## src/word_tokenizer_stream_defines.svh

```systemverilog
// Assertion macros for the word tokenizer stream.
`ifndef WORD_TOKENIZER_STREAM_DEFINES_SVH
`define WORD_TOKENIZER_STREAM_DEFINES_SVH

// Same-cycle implication, checked outside reset.
`define WTS_ASSERT_NOW(label, ante, cons) \
  label: assert property (@(posedge clk) disable iff (rst) (ante) |-> (cons)) \
    else $error("word tokenizer check failed");

// Next-cycle implication, checked outside reset.
`define WTS_ASSERT_NEXT(label, ante, cons) \
  label: assert property (@(posedge clk) disable iff (rst) (ante) |=> (cons)) \
    else $error("word tokenizer check failed");

`endif

```

## src/wts_pkg.sv

```systemverilog
`timescale 1ns / 1ps

package wts_pkg;

  // Character constants used by the classifier.
  localparam logic [7:0] CASE_BIT  = 8'h20;
  localparam logic [7:0] CH_A_LOW  = 8'h61;
  localparam logic [7:0] CH_Z_LOW  = 8'h7a;
  localparam logic [7:0] CH_ZERO   = 8'h30;
  localparam logic [7:0] CH_NINE   = 8'h39;
  localparam logic [7:0] CH_DASH   = 8'h2d;
  localparam logic [7:0] CH_QUOTE  = 8'h27;
  localparam logic [7:0] CH_PCT    = 8'h25;
  localparam logic [7:0] CH_COMMA  = 8'h2c;
  localparam logic [7:0] CH_DOT    = 8'h2e;
  localparam logic [7:0] CH_AT     = 8'h40;

  // One input transfer.
  typedef struct packed {
    logic [7:0] text_byte;
    logic       end_of_text;
  } in_t;

  // One result transfer.
  typedef struct packed {
    logic [7:0] word_byte;
    logic       has_byte;
    logic       word_done;
    logic       last_of_run;
  } out_t;

  // Work handed from the front to the back: an optional held symbol, then
  // either a character or a word-end mark.
  typedef struct packed {
    logic       has_sym;
    logic [7:0] sym;
    logic       main_is_byte;
    logic [7:0] main_byte;
  } job_t;

  // Scanner position.
  typedef enum logic [2:0] {
    ST_BETWEEN = 3'b001,
    ST_ALNUM   = 3'b010,
    ST_SYMBOL  = 3'b100
  } scan_t;

endpackage

```

## src/word_tokenizer_stream.sv

```systemverilog
`timescale 1ns / 1ps

// Word tokenizer: takes one text byte per transfer and returns the lowercased
// characters of each word, followed by a word-end mark. A new byte is accepted
// every cycle while the job queue between the scanner and the output stage
// has room (QUEUE_DEPTH entries). Most bytes give zero or one result; an
// alphanumeric that follows a held in-word symbol gives two, but the symbol
// before it gave none, so with three queue entries the block keeps taking one
// byte per cycle as long as the output is not stalled. The first result of an
// accepted byte is written into the job queue and then into the output register
// before it can transfer.
module word_tokenizer_stream #(
  parameter int QUEUE_DEPTH = 3
) (
  input  logic           clk,
  input  logic           rst,
  input  logic           src_valid,
  output logic           src_stall,
  input  wts_pkg::in_t   src_item,
  output logic           dst_valid,
  input  logic           dst_stall,
  output wts_pkg::out_t  dst_item
);
  import wts_pkg::*;

`include "word_tokenizer_stream_defines.svh"

  logic q_push;
  logic q_full;
  logic q_pop;
  logic q_not_empty;
  job_t push_job;
  job_t head_job;

  // Scanner: classifies bytes and tracks word state.
  wts_front u_front (
    .clk       (clk),
    .rst       (rst),
    .src_valid (src_valid),
    .src_stall (src_stall),
    .src_item  (src_item),
    .q_full    (q_full),
    .q_push    (q_push),
    .q_job     (push_job)
  );

  // Job queue between scanner and output stage.
  wts_queue #(
    .DEPTH (QUEUE_DEPTH)
  ) u_queue (
    .clk       (clk),
    .rst       (rst),
    .push      (q_push),
    .push_job  (push_job),
    .full      (q_full),
    .pop       (q_pop),
    .not_empty (q_not_empty),
    .head_job  (head_job)
  );

  // Output stage: expands each job into one or two results.
  wts_back u_back (
    .clk         (clk),
    .rst         (rst),
    .q_not_empty (q_not_empty),
    .q_job       (head_job),
    .q_pop       (q_pop),
    .dst_valid   (dst_valid),
    .dst_stall   (dst_stall),
    .dst_item    (dst_item)
  );

  // The scanner never pushes into a full queue.
  `WTS_ASSERT_NOW(a_no_overflow, q_push, !q_full)
  // A word-end mark carries no character and always closes its run.
  `WTS_ASSERT_NOW(a_end_shape, dst_valid && dst_item.word_done,
                  !dst_item.has_byte && dst_item.last_of_run && dst_item.word_byte == 8'h00)
  // A result that is not the last of its run is a held symbol, and the
  // character that completes the run is shown next once it is taken.
  `WTS_ASSERT_NEXT(a_pair_follows, dst_valid && !dst_stall && !dst_item.last_of_run,
                   dst_valid && dst_item.has_byte && dst_item.last_of_run)

endmodule

```

## src/wts_front.sv

```systemverilog
`timescale 1ns / 1ps

module wts_front (
  input  logic           clk,
  input  logic           rst,
  input  logic           src_valid,
  output logic           src_stall,
  input  wts_pkg::in_t   src_item,
  input  logic           q_full,
  output logic           q_push,
  output wts_pkg::job_t  q_job
);
  import wts_pkg::*;

  scan_t      state;
  scan_t      state_next;
  logic [7:0] held;
  logic [7:0] held_next;
  logic       accept;
  logic       need_job;
  logic       in_word;
  logic [7:0] folded;
  logic       alpha_hit;
  logic       is_digit;
  logic       is_symbol;
  logic [7:0] lowered;
  job_t       job;

  assign src_stall = q_full;
  assign accept    = src_valid && !q_full;

  // Byte classification.
  assign folded    = src_item.text_byte | CASE_BIT;
  assign alpha_hit = (folded >= CH_A_LOW) && (folded <= CH_Z_LOW);
  assign is_digit  = (src_item.text_byte >= CH_ZERO) && (src_item.text_byte <= CH_NINE);
  assign is_symbol = (src_item.text_byte == CH_DASH)  || (src_item.text_byte == CH_QUOTE) ||
                     (src_item.text_byte == CH_PCT)   || (src_item.text_byte == CH_COMMA) ||
                     (src_item.text_byte == CH_DOT)   || (src_item.text_byte == CH_AT);
  assign lowered   = alpha_hit ? folded : src_item.text_byte;
  assign in_word   = (state == ST_ALNUM) || (state == ST_SYMBOL);

  // Scanner step: next state and the work it leaves for the back end.
  always_comb begin
    state_next       = state;
    held_next        = held;
    need_job         = 1'b0;
    job.has_sym      = 1'b0;
    job.sym          = held;
    job.main_is_byte = 1'b0;
    job.main_byte    = 8'h00;
    priority if (src_item.end_of_text) begin
      need_job   = in_word;
      state_next = ST_BETWEEN;
      held_next  = 8'h00;
    end else if (alpha_hit || is_digit) begin
      need_job         = 1'b1;
      job.has_sym      = (state == ST_SYMBOL);
      job.main_is_byte = 1'b1;
      job.main_byte    = lowered;
      state_next       = ST_ALNUM;
      held_next        = 8'h00;
    end else if ((state == ST_ALNUM) && is_symbol) begin
      state_next = ST_SYMBOL;
      held_next  = src_item.text_byte;
    end else begin
      need_job   = in_word;
      state_next = ST_BETWEEN;
      held_next  = 8'h00;
    end
  end

  assign q_push = accept && need_job;
  assign q_job  = job;

  // Scanner state registers, updated on each accepted transfer.
  always_ff @(posedge clk) begin
    if (rst) begin
      state <= ST_BETWEEN;
      held  <= 8'h00;
    end else if (accept) begin
      state <= state_next;
      held  <= held_next;
    end
  end

endmodule

```

## src/wts_queue.sv

```systemverilog
`timescale 1ns / 1ps

module wts_queue #(
  parameter int DEPTH = 2
) (
  input  logic           clk,
  input  logic           rst,
  input  logic           push,
  input  wts_pkg::job_t  push_job,
  output logic           full,
  input  logic           pop,
  output logic           not_empty,
  output wts_pkg::job_t  head_job
);
  import wts_pkg::*;

  localparam int PW = (DEPTH > 1) ? $clog2(DEPTH) : 1;
  localparam int CW = $clog2(DEPTH + 1);
  localparam logic [PW-1:0] LAST_SLOT = PW'(DEPTH - 1);
  localparam logic [CW-1:0] FULL_COUNT = CW'(DEPTH);

  job_t          slots [DEPTH];
  logic [PW-1:0] wr_ptr;
  logic [PW-1:0] rd_ptr;
  logic [CW-1:0] count;
  logic          do_push;
  logic          do_pop;

  assign full      = (count == FULL_COUNT);
  assign not_empty = (count != '0);
  assign head_job  = slots[rd_ptr];
  assign do_push   = push && !full;
  assign do_pop    = pop && not_empty;

  // Storage, written at the tail.
  always_ff @(posedge clk) begin
    if (do_push) begin
      slots[wr_ptr] <= push_job;
    end
  end

  // Pointers and fill count.
  always_ff @(posedge clk) begin
    if (rst) begin
      wr_ptr <= '0;
      rd_ptr <= '0;
      count  <= '0;
    end else begin
      if (do_push) begin
        wr_ptr <= (wr_ptr == LAST_SLOT) ? '0 : wr_ptr + 1'b1;
      end
      if (do_pop) begin
        rd_ptr <= (rd_ptr == LAST_SLOT) ? '0 : rd_ptr + 1'b1;
      end
      if (do_push && !do_pop) begin
        count <= count + 1'b1;
      end else if (do_pop && !do_push) begin
        count <= count - 1'b1;
      end
    end
  end

endmodule

```

## src/wts_back.sv

```systemverilog
`timescale 1ns / 1ps

module wts_back (
  input  logic           clk,
  input  logic           rst,
  input  logic           q_not_empty,
  input  wts_pkg::job_t  q_job,
  output logic           q_pop,
  output logic           dst_valid,
  input  logic           dst_stall,
  output wts_pkg::out_t  dst_item
);
  import wts_pkg::*;

  logic out_valid;
  out_t out_reg;
  logic sym_sent;
  logic load;
  logic take;
  logic sym_turn;
  out_t result;

  // The output register can take a new result when empty or being drained.
  assign load     = !out_valid || !dst_stall;
  assign take     = load && q_not_empty;
  assign sym_turn = q_job.has_sym && !sym_sent;
  assign q_pop    = take && !sym_turn;

  // Pick the held symbol first, then the character or word-end mark.
  always_comb begin
    if (sym_turn) begin
      result.word_byte   = q_job.sym;
      result.has_byte    = 1'b1;
      result.word_done   = 1'b0;
      result.last_of_run = 1'b0;
    end else begin
      result.word_byte   = q_job.main_byte;
      result.has_byte    = q_job.main_is_byte;
      result.word_done   = !q_job.main_is_byte;
      result.last_of_run = 1'b1;
    end
  end

  // Output register and the symbol phase bit.
  always_ff @(posedge clk) begin
    if (rst) begin
      out_valid <= 1'b0;
      sym_sent  <= 1'b0;
    end else if (load) begin
      out_valid <= q_not_empty;
      if (take) begin
        sym_sent <= sym_turn;
      end
    end
  end

  always_ff @(posedge clk) begin
    if (take) begin
      out_reg <= result;
    end
  end

  assign dst_valid = out_valid;
  assign dst_item  = out_reg;

endmodule

```

## config.mk

```make
export PLATFORM = sky130hd
export DESIGN_NAME = word_tokenizer_stream
export DESIGN_NICKNAME = d
export VERILOG_FILES = /design/src/wts_pkg.sv /design/src/word_tokenizer_stream.sv /design/src/wts_front.sv /design/src/wts_queue.sv /design/src/wts_back.sv
export VERILOG_INCLUDE_DIRS = /design/src /design/src/src
export SDC_FILE = /design/constraint.sdc
export NUM_CORES = 1
export LEC_CHECK = 0
export BUFFER_PORTS_ARGS = -buffer_cell sky130_fd_sc_hd__buf_2
export CAP_MARGIN = 20
export CORE_MARGIN = 2
export CORE_UTILIZATION = 40
export CTS_CLUSTER_SIZE = 30
export DETAILED_ROUTE_END_ITERATION = 7
export PLACE_DENSITY_LB_ADDON = 0.3
export SYNTH_ARGS = -nofsm -noshare
export SYNTH_HDL_FRONTEND = slang
export SYNTH_SLANG_ARGS = --single-unit
```

## constraint.sdc

```tcl
create_clock -name clk -period 3.86 [get_ports clk]
set_clock_uncertainty 0.15 [all_clocks]
set_input_delay 0 -clock clk [delete_from_list [all_inputs] [get_ports clk]]
set_output_delay 0 -clock clk [all_outputs]
set_load 0.05 [all_outputs]
```

Word level (Yosys, flattened, before mapping)
Memories as Yosys holds them, arrays and structs flattened. A register that Yosys moved wholly into a read port is not among the register bits. Index checks and enable logic that the tools add are counted.

Muxes and demuxes: 23. Shifts and indexed selects: 0. Magnitude comparators: 4. Bitwise operators: 0. Equal/unequal tests: 11. Add/sub/neg operators: 4. Reduce and logical (&&, ||, !) cells: 31. Divide/modulo/power cells: 0. Multiply operators: 0.

Operator list (count): == test 8 x 6 -> 1 bit, second input constant (5); 2-to-1 mux 8 bit (3); 2-to-1 mux 9 bit (2); logical AND 1 bit (12); 2-to-1 mux 2 bit (6); 2-to-1 mux 11 bit (1); 2-to-1 mux 3 bit (3); == test 8 x 7 -> 1 bit, second input constant (1); greater-or-equal comparator 8 x 6 -> 1 bit, second input constant (1); greater-or-equal comparator 8 x 7 -> 1 bit, second input constant (1); less-or-equal comparator 8 x 6 -> 1 bit, second input constant (1); less-or-equal comparator 8 x 7 -> 1 bit, second input constant (1); logical NOT 1 bit (8); logical OR 1 bit (8); 2-to-1 mux 1 bit (7); adder 2 x 1 -> 2 bit, second input constant (3); == test 2 bit, second input constant (3); 2-to-1 mux 6 bit (1); nonzero test 2 bit (2); == test 3 x 2 -> 1 bit, second input constant (1); == test 3 bit, second input constant (1); AND reduction 2 bit (1); subtractor 2 x 1 -> 2 bit, second input constant (1).

Bits in registers: 30. RAM bits: 54. Input bits: 13. Logic and storage cells: 85. Memories: 1. Bits in latches: 0. ROM bits: 0.

Memories: u_queue.slots (words 3, bits a word 18, rd ports 1, clocked after memory_dff 1, write ports 1, RTL line wts_queue.sv:22) `job_t slots [DEPTH];`.

Logic depth before layout (Yosys ltp)
Word-level depth: 16. Gate-level depth with buffers: 11. Gate-level depth less buffers: 10.

Hierarchy
From an unflattened synthesis, not the netlist that was laid out.

Cells, all modules: 244. Area total of the unflattened synthesis: 3502.1 µm².

By module, submodules not included: wts_queue (instances 1, cells each 148, sequential area each 1781.7 µm², area an instance 2333.5 µm²); wts_front (instances 1, cells each 64, sequential area each 220.2 µm², area an instance 599.3 µm²); wts_back (instances 1, cells each 32, sequential area each 370.4 µm², area an instance 569.3 µm²).

Worst setup path after synthesis
No wires, ideal clock.

Path type: flip-flop to flip-flop. From: register u_queue.count[0]. To: memory u_queue.slots[1][0] in the netlist's numbering, enable pin. Slack: 0.816 ns. Buffers on the path: 0. Stages on the path, launching flop included: 6. Library setup time: 0.420 ns. Arrival: 2.474 ns. Clock period less this slack: 3.044 ns. Required time: 3.290 ns. Cell sequence: dfxtp_1 > nand2_1 > nand2_1 > nor4b_1 > a221oi_4 > nor3b_1.

Cells in the longest elaborated chain, start to end: 7.

RTL lines: start, declared (RTL line wts_queue.sv:25) `logic [CW-1:0] count;`; start signal, assigned (RTL line wts_queue.sv:56) `count <= count + 1'b1;`; start signal, assigned (RTL line wts_queue.sv:58) `count <= count - 1'b1;`; == test 2 bit * (RTL line wts_queue.sv:29) `assign full = (count == FULL_COUNT);`; logical NOT 1 bit * (RTL line wts_front.sv:30, wts_queue.sv:32); logical AND 1 bit (RTL line wts_front.sv:30) `assign accept = src_valid && !q_full;`; logical AND 1 bit (RTL line wts_front.sv:72) `assign q_push = accept && need_job;`; logical AND 1 bit * (RTL line wts_queue.sv:32) `assign do_push = push && !full;`; 2-to-1 mux 1 bit * (RTL line wts_queue.sv:37) `if (do_push) begin`; 2-to-1 mux 1 bit (implied by the code) * (RTL line wts_queue.sv:38) `slots[wr_ptr] <= push_job;`; end, declared (RTL line wts_queue.sv:22).

Mark *: on every way between the ends. The rest lies on a longest branch, timed or not.

Worst setup path in the final report
From: input port src_item[3] in the netlist's numbering. To: register u_queue.count[1].

Cells in the longest elaborated chain, start to end: 15.

RTL lines: start, declared (RTL line word_tokenizer_stream.sv:19) `input wts_pkg::in_t src_item,`; == test 8 x 6 -> 1 bit (RTL line wts_front.sv:36) `assign is_symbol = (src_item.text_byte == CH_DASH) || (src_item.text_byte == CH_QUOTE) ||`; logical OR 1 bit (2 in a row) (RTL line wts_front.sv:36); logical OR 1 bit (2 in a row) (RTL line wts_front.sv:37) `(src_item.text_byte == CH_PCT) || (src_item.text_byte == CH_COMMA) ||`; logical OR 1 bit (RTL line wts_front.sv:38) `(src_item.text_byte == CH_DOT) || (src_item.text_byte == CH_AT);`; logical AND 1 bit (RTL line wts_front.sv:62) `end else if ((state == ST_ALNUM) && is_symbol) begin`; 2-to-1 mux 1 bit (RTL line wts_front.sv:62); 2-to-1 mux 1 bit * (RTL line wts_front.sv:55) `end else if (alpha_hit || is_digit) begin`; 2-to-1 mux 1 bit * (RTL line wts_front.sv:51) `priority if (src_item.end_of_text) begin`; logical AND 1 bit * (RTL line wts_front.sv:72); logical AND 1 bit * (RTL line wts_queue.sv:32); via u_queue.do_push (RTL line wts_queue.sv:26) `logic do_push;`; logical NOT 1 bit (RTL line wts_queue.sv:57) `end else if (do_pop && !do_push) begin`; logical AND 1 bit (RTL line wts_queue.sv:57); nonzero test 2 bit (no source line).

Mark *: on every way through the listed nets, which the timed path passes. The rest lies on a longest branch. A chain may end at the register's enable or synchronous reset.

==> flow_summary.yaml <==
status:
  run_status: "complete, no violations"
power:
  total_switching_power_mw: 0.8841
  power.share.combinational_pct: 29.9
  power_density_nw_per_um2: 638.9
  peakVddDrop_v: 0.0001888
  seq_power_share_pct: 44.9
  sw_frac_of_total_pct: 33.63
  total_design_power_mw: 2.629
  power.clock.fraction_pct: 25.2
  power_leakage_nw: 1.559
  intPower_mw: 1.744
flow_run:
  maxCapViolCount: 0
layout:
  antenna-diode-count: 0
  n_fill_cell: 712
  multi_input_area_um2: 1021
  layout.cells.non_filler: 411
  area_growth_pct: 19.83
  design.final.nets: 315
  share_of_cells_above_drive_strength_1_pct: 19.93
  register_cell_area_after_layout_um2: 2372
  fin_util_pct: 49.82
worst_setup_path:
  timing.critical_path.to_type: "flip-flop"
  worst-path-max-fanout: 12
  critical_path_class: "in -> reg"
  cp_num_buf_inv: 3
  cp_cell_sequence: "dlygate4sd3_1, buf_2, or4_4, nor2b_1, o21a_1, a221oi_4, inv_1, ha_1, or3_1, a21oi_1"
  critPathRequiredTime_ps: 3990
  cpPeakStageDelay_ps: 550
  cp.arrival_ps: 3130
  crit_path_top_delay_cell: "sky130_fd_sc_hd__or4_4"
  critPathTopFamily: "simple AND/OR/NAND/NOR gates"
  cp-start-kind: "primary input"
sta:
  fin_setup_tns_ps: 0
  hold_viol: 0
  finalCritPeriodShare_pct: 77.93
  timing_worst_slew_pin_value_ps: 697.0
  slew_viol_final: 0
  rsz_0062_raised_after_global_routing: "no"
  finalSetupViolations: 0
  worst_slack_ps: 852.0
  timing.max_slew.rel_slack_pct: 53.36
  fmaxAchievable_mhz: 332.4
  min_period_ps: 3008
floorplan:
  die_height_um: 96.65
  number_of_core_rows: 33
  die_span_x_um: 96.65
  die_area_um2: 9340
  pin_count: 26
  placeableCoreArea_um2: 8258
  initial_utilization_pct: 41.58
synth:
  yosys.area_share.simple_pct: 12.68
  synth_enable_flop_cells: 65
  synth_top_family_by_area: "simple AND/OR/NAND/NOR gates"
  synth-seq-area-share_pct: 69.10
  synth.distinct_cells: 42
  mappedNetlistArea_um2: 3433
  synth-xor-area-share_pct: 0.5102
  yosys_register_bits: 86
  synth_compound_gate_area_share_pct: 9.220
  synth_area_leader_cell: "sky130_fd_sc_hd__edfxtp_1"
  postSynthAreaPerCell_um2: 13.73
  dominantRegCellSynth: "sky130_fd_sc_hd__edfxtp_1"
  synth.top_cells.by_count: "sky130_fd_sc_hd__edfxtp_1 (65), sky130_fd_sc_hd__nand2_1 (30), sky130_fd_sc_hd__dfxtp_1 (21), sky130_fd_sc_hd__mux2i_1 (19), sky130_fd_sc_hd__a21oi_1 (15)"
  yosysWarnings: 0
  synth.most_common_cell: "sky130_fd_sc_hd__edfxtp_1"
  syn-instance-count: 250
  synth_fa_ha_area_share_pct: 0.3644
  synth_mux_area_share_pct: 5.977
  post_synth_arst_share_pct: 0
  ys_top_cells_by_area: "sky130_fd_sc_hd__edfxtp_1 (57%), sky130_fd_sc_hd__dfxtp_1 (12%), sky130_fd_sc_hd__mux2i_1 (5.5%), sky130_fd_sc_hd__nand2_1 (3.3%), sky130_fd_sc_hd__a21oi_1 (2.2%)"
  yosys.area.top_type_share_pct: 56.85
drt:
  detailedRoute.firstPassIterationCount: 4
  drt-initial-drc-count: 149
  routed_wirelength_mm: 6.332
  route.antenna.remaining_nets: 0
  wire_per_inst_um: 15.41
  drcViolationCount: 0
  num_vias: 2089
  vias_per_cell: 5.083
placement:
  pre_cts_ws_ps: 1043
  place_congestion: 0.8528
  numPortBuffers: 25
  final_hpwl_from_detailed_placement_mm: 4.029
  dp.cells: 377
clocking:
  clkSlewWorstSetupHoldPaths_ps: 80
  cts.sink_count: 86
  cts_max_level: 3
  clockBufferDepth: 2
  post-cts-setup-buffers: 0
  cts_root_buffer: "sky130_fd_sc_hd__clkbuf_8"
  clk_latency_ps: 340
  cts_tree: "done"
  tritoncts.num_buffers: 9
global_routing:
  grtUsageTotal_pct: 14.05
  grt_pass1_wl_mm: 10.32
  grt_remaining_overflow: 0
  antenna_found_initial: 0
  grt_pass1_vias: 2013
  maximum_number_of_pins_on_one_net_before_global_route_repair: 24
worst_hold_path:
  holdCritPathClass: "in -> reg"
layout make-up:
| class | count | share of cell area (%) |
|---|---|---|
| multi-input combinational | 150 | 24.82 |
| tap | 105 | 3.193 |
| timing repair buffer | 48 | 8.333 |
| clock buffer | 15 | 5.322 |
| sequential | 86 | 57.66 |
| clock inverter | 1 | 0.1217 |
| inverter | 6 | 0.5474 |
sequential cells by signal, indices dropped and copies added, names as in the netlist, named ones only:
name,flops
u_front.state,3
u_queue.count,2
u_back.dst_item,11
u_queue.rd_ptr,2
u_back.dst_valid,1
u_queue.slots,54
u_queue.wr_ptr,2
u_back.sym_sent,1
u_front.held,8
worst min-delay path: stages:
cell                      delay [ps]
sky130_fd_sc_hd__buf_2           100
sky130_fd_sc_hd__and2_1          280
sky130_fd_sc_hd__nand2_1         110
sky130_fd_sc_hd__a21oi_1          50
final timing paths:
path | start | end | slack (ps) | depth (start not counted)
worst max-delay path | src_item[3] | u_queue.count[1] | 850 | 10
worst min-delay path | src_valid | u_front.state[2] | 100 | 4
worst min register to register | u_front.state[1] | u_front.state[1] | 330 | 2
worst max register to register | flip-flop | u_queue.count[1] | 1210 | 8
routing by layer:
layer | vias to the layer above | routed length [µm] | global-route usage, %
li1 | 1023 | - | -
met1 | 1016 | 3132 | 19.57
met2 | 39 | 2877 | 21.69
met3 | 11 | 212 | 2.673
met4 | 0 | 109 | 5.850
met5 | - | 0 | 0
cells in the final DEF, fill, tap and decap left out, types with 3 or more instances in the layout:
master	instances
sky130_fd_sc_hd__a21oi_1	15
sky130_fd_sc_hd__a22o_1	8
sky130_fd_sc_hd__a31oi_1	8
sky130_fd_sc_hd__and2_2	5
sky130_fd_sc_hd__buf_2	25
sky130_fd_sc_hd__buf_4	5
sky130_fd_sc_hd__clkbuf_8	12
sky130_fd_sc_hd__conb_1	3
sky130_fd_sc_hd__dfxtp_1	21
sky130_fd_sc_hd__dlygate4sd3_1	18
sky130_fd_sc_hd__edfxtp_1	65
sky130_fd_sc_hd__inv_1	5
sky130_fd_sc_hd__mux2i_1	19
sky130_fd_sc_hd__nand2_1	30
sky130_fd_sc_hd__nand2b_1	3
sky130_fd_sc_hd__nand3_1	6
sky130_fd_sc_hd__nor2_1	10
sky130_fd_sc_hd__nor2b_1	6
sky130_fd_sc_hd__nor3b_1	3
sky130_fd_sc_hd__o21a_1	3
sky130_fd_sc_hd__o21ai_0	5
cell families (layout without fill, tap and decap cells):
| kind of cell | after synthesis | after routing |
|---|---|---|
| buffers and inverters | 16 | 70 |
| muxes | 20 | 20 |
| DFF | 86 | 86 |
| adders and majority gates | 1 | 1 |
| AOI/OAI and AO/OA | 46 | 46 |
| and+or+nand+nor | 78 | 78 |
| other | 1 | 3 |
| xor gates and xnor gates | 2 | 2 |
timing repair:
| item | 4_1_cts | 5_1_grt |
|---|---|---|
| endpoints found under the hold margin | 39 | 0 |
| resized for setup | 0 | 0 |
| hold buffers | 18 | 0 |
power by group through the flow:
stage / combinational (mW) / clock [mW] / sequential, mW
finish: 0.786 / 0.661 / 1.18
CTS: 0.794 / 0.669 / 1.18
global placement: 0.766 / 0 / 1.20
global route: 0.846 / 0.707 / 1.19
floorplan: 0.378 / 0 / 1.43
detailed placement: 0.777 / 0 / 1.20
metrics by stage:
stage          hold WS, ps  area (µm²)
3_3_place_gp         110.6        3710
5_1_grt              158.3        4114
4_1_cts              92.33        4114
3_5_place_dp         120.1        3710
6_report             97.26        4114
2_1_floorplan       -5.243        3441
Power figures use the tool's default switching activity.
